File: src/hdl/rwpg_pkg.sv
`default_nettype none

package rwpg_pkg;

  localparam int PHASE_BITS = 16;
  localparam int COL_BITS   = 6;
  localparam int NUM_CH     = 3;

  // Channel order inside the packed vectors.
  localparam int CH_RED = 0;
  localparam int CH_GRN = 1;
  localparam int CH_BLU = 2;

  typedef logic [PHASE_BITS-1:0] phase_t;
  typedef logic [NUM_CH-1:0][PHASE_BITS-1:0] phase_vec_t;
  typedef logic [3:0] nibble_t;
  typedef logic [NUM_CH-1:0][3:0] nibble_vec_t;

  // Radian steps as Q0.32 fractions of a turn: 1/2, 1/3, 1/4, 0.3 and 0.2 rad.
  localparam logic [31:0] TURN_HALF_RAD  = 32'd341782638;
  localparam logic [31:0] TURN_THIRD_RAD = 32'd227855092;
  localparam logic [31:0] TURN_QUART_RAD = 32'd170891319;
  localparam logic [31:0] TURN_P3_RAD    = 32'd205069583;
  localparam logic [31:0] TURN_P2_RAD    = 32'd136713055;

  // Rounds a Q0.32 turn fraction to the phase width, ties up.
  function automatic phase_t to_phase(input logic [31:0] q32);
    logic [32:0] sum;
    sum = {1'b0, q32} + (33'd1 << (31 - PHASE_BITS));
    return sum[32-PHASE_BITS +: PHASE_BITS];
  endfunction

  localparam phase_vec_t COL_STEP = {to_phase(TURN_QUART_RAD),
                                     to_phase(TURN_THIRD_RAD),
                                     to_phase(TURN_HALF_RAD)};
  localparam phase_vec_t FRM_STEP = {to_phase(TURN_P2_RAD),
                                     to_phase(TURN_P3_RAD),
                                     to_phase(TURN_HALF_RAD)};

  localparam int PROD_BITS = 2 * PHASE_BITS - 3;
  localparam int VAL_BITS  = 2 * PHASE_BITS + 1;

  localparam nibble_t NIB_MAX = 4'd14;

  // Load enables of the sine stages.
  typedef struct packed {
    logic s2;
    logic s3;
    logic s4;
  } rwpg_load_t;

endpackage

`default_nettype wire

File: src/hdl/rgb_wave_pattern_generator.sv
// Channel  | Handshake              | Payload
// ---------+------------------------+---------------------------------
// in       | in_valid / in_ready    | in_column[5:0], in_end_of_frame
// out      | out_valid / out_ready  | out_color[11:0] (R 11:8, G 7:4, B 3:0)
//
// One pixel enters per clock while the output side drains; its color leaves
// after the angle, product, sine value and nibble register stages.
// Reset clears the three phase accumulators and empties the pipeline.
// A stall on out_ready holds the last stage; in_ready drops only when every
// stage holds a valid transaction, and bubbles are squeezed out on the way.
`default_nettype none

module rgb_wave_pattern_generator (
  input  wire logic                          clk,
  input  wire logic                          rst_n,
  input  wire logic                          in_valid,
  output logic                               in_ready,
  input  wire logic [rwpg_pkg::COL_BITS-1:0] in_column,
  input  wire logic                          in_end_of_frame,
  output logic                               out_valid,
  input  wire logic                          out_ready,
  output logic [11:0]                        out_color
);
  import rwpg_pkg::*;

  logic v1_r, v1_nxt;
  logic v2_r, v2_nxt;
  logic v3_r, v3_nxt;
  logic v4_r, v4_nxt;
  logic en1, en2, en3, en4;
  logic accept;
  rwpg_load_t  load;
  phase_vec_t  angle;
  nibble_vec_t nib;

  always_comb begin
    en4    = !v4_r || out_ready;
    en3    = !v3_r || en4;
    en2    = !v2_r || en3;
    en1    = !v1_r || en2;
    accept = in_valid && en1;
    v1_nxt = en1 ? accept : v1_r;
    v2_nxt = en2 ? v1_r : v2_r;
    v3_nxt = en3 ? v2_r : v3_r;
    v4_nxt = en4 ? v3_r : v4_r;
    load   = '{s2: en2, s3: en3, s4: en4};
  end

  always_ff @(posedge clk) begin
    if (!rst_n) begin
      v1_r <= 1'b0;
      v2_r <= 1'b0;
      v3_r <= 1'b0;
      v4_r <= 1'b0;
    end else begin
      v1_r <= v1_nxt;
      v2_r <= v2_nxt;
      v3_r <= v3_nxt;
      v4_r <= v4_nxt;
    end
  end

  rwpg_angle u_angle (
    .clk          (clk),
    .rst_n        (rst_n),
    .accept       (accept),
    .load         (en1),
    .column       (in_column),
    .end_of_frame (in_end_of_frame),
    .angle        (angle)
  );

  for (genvar c = 0; c < NUM_CH; c++) begin : g_ch
    rwpg_sine u_sine (
      .clk    (clk),
      .load   (load),
      .angle  (angle[c]),
      .nibble (nib[c])
    );
  end

  assign in_ready  = en1;
  assign out_valid = v4_r;
  assign out_color = {nib[CH_RED], nib[CH_GRN], nib[CH_BLU]};

endmodule

`default_nettype wire

File: src/hdl/rwpg_angle.sv
`default_nettype none

module rwpg_angle (
  input  wire logic                         clk,
  input  wire logic                         rst_n,
  input  wire logic                         accept,
  input  wire logic                         load,
  input  wire logic [rwpg_pkg::COL_BITS-1:0] column,
  input  wire logic                         end_of_frame,
  output rwpg_pkg::phase_vec_t              angle
);
  import rwpg_pkg::*;

  phase_vec_t phase_r, phase_nxt;
  phase_vec_t angle_r, angle_nxt;
  logic [NUM_CH-1:0][COL_BITS+PHASE_BITS-1:0] col_prod;

  always_comb begin
    for (int c = 0; c < NUM_CH; c++) begin
      col_prod[c]  = {{PHASE_BITS{1'b0}}, column} * {{COL_BITS{1'b0}}, COL_STEP[c]};
      angle_nxt[c] = phase_r[c] + col_prod[c][PHASE_BITS-1:0];
      // The phases move only after the last pixel of a frame has used them.
      phase_nxt[c] = (accept && end_of_frame) ? phase_r[c] + FRM_STEP[c] : phase_r[c];
    end
  end

  always_ff @(posedge clk) begin
    if (!rst_n) begin
      phase_r <= '0;
    end else begin
      phase_r <= phase_nxt;
    end
  end

  always_ff @(posedge clk) begin
    if (load) begin
      angle_r <= angle_nxt;
    end
  end

  assign angle = angle_r;

endmodule

`default_nettype wire

File: src/hdl/rwpg_sine.sv
`default_nettype none

module rwpg_sine (
  input  wire logic              clk,
  input  wire rwpg_pkg::rwpg_load_t load,
  input  wire rwpg_pkg::phase_t  angle,
  output rwpg_pkg::nibble_t      nibble
);
  import rwpg_pkg::*;

  localparam phase_t                HALF_TURN = phase_t'(1) << (PHASE_BITS - 1);
  localparam logic [VAL_BITS-1:0]   VAL_MID   = VAL_BITS'(1) << (2 * PHASE_BITS - 1);

  // Stage 2: |u| * (1/2 - |u|) and the sign of u.
  logic                     neg;
  phase_t                   mag;
  phase_t                   rest;
  logic [2*PHASE_BITS-1:0]  prod_full;
  logic [PROD_BITS-1:0]     prod_r, prod_nxt;
  logic                     neg_r;

  always_comb begin
    neg       = !angle[PHASE_BITS-1];
    mag       = neg ? HALF_TURN - {1'b0, angle[PHASE_BITS-2:0]}
                    : {1'b0, angle[PHASE_BITS-2:0]};
    rest      = HALF_TURN - mag;
    prod_full = {{PHASE_BITS{1'b0}}, mag} * {{PHASE_BITS{1'b0}}, rest};
    prod_nxt  = prod_full[PROD_BITS-1:0];
  end

  always_ff @(posedge clk) begin
    if (load.s2) begin
      prod_r <= prod_nxt;
      neg_r  <= neg;
    end
  end

  // Stage 3: value = 1/2 + 8u(1/2 - |u|), which stays in 0..1.
  logic [VAL_BITS-1:0] scaled;
  logic [VAL_BITS-1:0] val_r, val_nxt;

  always_comb begin
    scaled  = {1'b0, prod_r, 3'b000};
    val_nxt = neg_r ? VAL_MID - scaled : VAL_MID + scaled;
  end

  always_ff @(posedge clk) begin
    if (load.s3) begin
      val_r <= val_nxt;
    end
  end

  // Stage 4: floor(14 * value), clamped, plus one.
  logic [VAL_BITS+3:0] times14;
  logic [4:0]          whole;
  nibble_t             nib_nxt, nib_r;

  always_comb begin
    times14 = {val_r, 4'b0000} - {3'b000, val_r, 1'b0};
    whole   = times14[2*PHASE_BITS +: 5];
    nib_nxt = ((whole > {1'b0, NIB_MAX}) ? NIB_MAX : whole[3:0]) + 4'd1;
  end

  always_ff @(posedge clk) begin
    if (load.s4) begin
      nib_r <= nib_nxt;
    end
  end

  assign nibble = nib_r;

endmodule

`default_nettype wire

File: config.mk
export PLATFORM = sky130hd
export DESIGN_NAME = rgb_wave_pattern_generator
export DESIGN_NICKNAME = d
export VERILOG_FILES = /design/src/hdl/rwpg_pkg.sv /design/src/hdl/rgb_wave_pattern_generator.sv /design/src/hdl/rwpg_angle.sv /design/src/hdl/rwpg_sine.sv
export SDC_FILE = /design/constraint.sdc
export NUM_CORES = 2
export LEC_CHECK = 0
export BUFFER_PORTS_ARGS = -buffer_cell sky130_fd_sc_hd__buf_2
export CAP_MARGIN = 20
export CORE_MARGIN = 2
export CORE_UTILIZATION = 60
export CTS_CLUSTER_DIAMETER = 30
export DETAILED_ROUTE_END_ITERATION = 10
export GPL_ROUTABILITY_DRIVEN = 0
export PLACE_DENSITY = 0.81
export SLEW_MARGIN = 20
export SYNTH_ARGS = -nofsm -noshare
export SYNTH_HDL_FRONTEND = slang
export SYNTH_SLANG_ARGS = --single-unit
File: constraint.sdc
create_clock -name clk -period 8.9 [get_ports clk]
set_input_delay 0.89 -clock clk [delete_from_list [all_inputs] [get_ports clk]]
set_output_delay 0.89 -clock clk [all_outputs]
set_load 0.005 [all_outputs]
==> results.yml <==
status:
  outcome: "completed"
sta:
  worst_slack_ns: 0.432
  maxSlewViolCount: 0
  fmax_mhz: 118
  min_period_over_period_pct: 95.1
  setup_viol: 0
  hold_violations: 0
  hold_slack_ns: 0.480
  tightest_slew_ns: 0.914
  fin_skew_ns: 0.0218
  slew_headroom_pct: 39.1
  fin_crit_ns: 8.47
route:
  drc: 0
  drt_iter0_drc: 1911
  vias: 30400
  ant_nets: 0
  drt-total-wl_mm: 92.4
  dr.pass1.iters: 6
  avgViaCountPerCell: 5.52
  wl_per_cell_um: 16.8
cts:
  clk_path_buf_depth: 3
  numCtsBuffers: 66
  cts_root_buffer: "clkbuf_16"
  cts_sinks: 286
  cts_tree: "done"
  path_clk_slew_ns: 0.05
  htreeDepth: 3
  insertion_delay_ns: 0.60
  ctsHoldBuffers: 0
placed_design:
  dp_hpwl_mm: 72.5
  pre_cts_ws_ns: 0.193
  placed_area_um2: 43700
  io_buffers: 24
final_layout:
  fin_area_um2: 46100
  nNetsFinal: 5605
  final_layout_size_suffix_gt1_share_pct: 8.94
  post-route-util_pct: 66.0
  fillCellCount: 5076
  syn_to_final_growth_pct: 9.29
  n_antenna_cell: 0
worst_setup_path:
  cp-end-kind: "flip-flop"
  arrival_ns: 8.77
  required_ns: 9.20
  reg2reg_to: "g_ch[2].u_sine.prod_r[28]"
  worst_setup_path_start_kind: "flip-flop"
  rrSetupSlack_ns: 0.43
  worst-path-max-fanout: 17
  startpoint: "u_angle.angle[33]"
  path_class: "flip-flop to flip-flop"
  r2r_cells: 27
  r2r_start: "u_angle.angle[33]"
logic_synthesis:
  yosys_warnings: 0
  ys_seq_area_share_pct: 19.2
  syn_inst: 4428
  netlist_area_um2: 42100
  yosysUniqueCellTypes: 78
  syn_area_per_cell_um2: 9.52
  ys_ff_latch: 286
  synth-edff-count: 235
  ys.flop_type: "edfxtp_1"
  async_flop_share_pct: 0
global_routing:
  grt_use_met2_pct: 43.8
  grt_use_total_pct: 26.5
  antenna_found_initial: 0
  met3_usage_pct: 5.00
  overflow: 0
  use_met1_pct: 35.1
  first_global_vias: 31600
  top_usage_layer: "met2"
  grt_max_degree: 89
  grt_pass1_wl_mm: 153
min_path:
  worstHoldEndpoint: "out_valid"
  min_path_type: "flip-flop to flip-flop"
  worstHoldStart: "v3_r"
  min_path_cells: 1
floorplan:
  dieArea_um2: 72400
  core_area_um2: 69800
  die_y_um: 269
  rows: 97
  die_w_um: 269
  io_pins: 25
  start_util_pct: 60.4
run:
  cap_violations: 0
==> worst max path at each step <==
stage,endpoint,slack [ns]
after detailed placement,g_ch[2].u_sine.prod_r[28],0.19
after CTS,g_ch[2].u_sine.prod_r[28],0.17
after global routing,g_ch[0].u_sine.prod_r[27],-0.03
after global placement,g_ch[2].u_sine.prod_r[28],0.40
after floorplan,g_ch[0].u_sine.prod_r[27],0.15
final,g_ch[2].u_sine.prod_r[28],0.43
==> metrics by stage <==
stage	std cells	setup TNS (ns)
after floorplan	4445	0
after global placement	5376	0
after detailed placement	5376	0
after CTS	5493	0
after global routing	5495	-0.0398
final	5495	0
==> flip-flops by register name (all words and copies together) (netlist names) <==
register            cells
out_valid               1
u_angle.angle          47
g_ch.u_sine.val_r      88
v3_r                    1
u_angle.phase_r        47
g_ch.u_sine.prod_r     85
g_ch.u_sine.neg_r       3
v2_r                    1
v1_r                    1
g_ch.u_sine.nibble     12
==> logic make-up after synthesis <==
logic type	synth area share (%)
buf+inv	9.65
simple gates	14.6
other cells	0.0178
compound gates	7.51
fa+ha+maj	42.9
flops	19.2
xor+xnor	6.00
mux	0.0742
==> cell type report <==
cell class / count / area (um^2) / area share [%]
Multi-Input combinational cell: 3076 / 30200 / 65.6
Inverter: 971 / 3650 / 7.91
Tap cell: 940 / 1180 / 2.55
Sequential cell: 286 / 8080 / 17.5
Clock inverter: 43 / 434 / 0.942
Timing Repair Buffer: 105 / 736 / 1.60
Clock buffer: 74 / 1790 / 3.88
==> layer usage <==
layer,part of all wire [%],vias to the layer above
li1,-,14200
met2,47,1056
met1,42,14900
met3,7.6,218
met4,2.9,0
met5,0,-
==> critical path, stage by stage, from the launching register on <==
cell and delay [ns]:
edfxtp_1 0.38, buf_4 0.23, nor4_4 0.39, a21oi_1 0.16
xnor2_2 0.16, buf_4 0.19, inv_1 0.22, nor4_1 0.56
ha_1 0.47, or2_2 0.37, fa_1 0.43, fa_1 0.47
fa_1 0.49, inv_1 0.05, fa_1 0.53, inv_1 0.05
fa_1 0.45, fa_1 0.49, inv_1 0.04, ha_1 0.32
a21oi_1 0.29, nor2b_1 0.10, o21ba_2 0.27, a21oi_1 0.15
a2111o_1 0.45, a41oi_1 0.23, o21bai_1 0.10, xnor2_1 0.15
==> what timing repair did <==
action                     CTS  global route
buffers inserted             0             2
setup endpoints to repair    0            15
resized for setup            0            24
==> Yosys cell counts (13+ instances only) <==
cell	count	area (um^2)
o21ai_0	86	430
o211ai_1	14	105
nand2_1	182	683
ha_1	490	6130
and2_1	48	300
nand3_1	51	255
nor2b_1	26	163
xnor2_1	239	2090
o31ai_1	27	203
a21oi_1	118	591
edfxtp_1	235	7060
clkbuf_1	102	383
a21o_1	41	308
o21bai_1	21	158
dfxtp_1	51	1020
a21boi_0	16	120
nand4_1	13	81.3
and3_1	29	181
nand2b_1	208	1300
fa_1	598	12000
nor4_1	13	81.3
or2_2	150	938
nor2_1	351	1320
xor2_1	48	420
inv_1	966	3630
or3_1	31	194
a211oi_1	17	128
nor3_1	63	315
o21a_1	37	278
==> layout by cell type, fill, tap and decap left out, types with 70 or more instances in the layout <==
cell type	count
inv_1	964
clkbuf_16	70
nor2_1	351
fa_1	598
buf_4	79
nand2b_1	208
xnor2_1	233
o21ai_0	86
ha_1	485
a21oi_1	118
nand2_1	181
or2_2	150
edfxtp_1	235
Power is not shown: default switching activity piles up to over one toggle a cycle in this logic, so the estimate is an artifact.
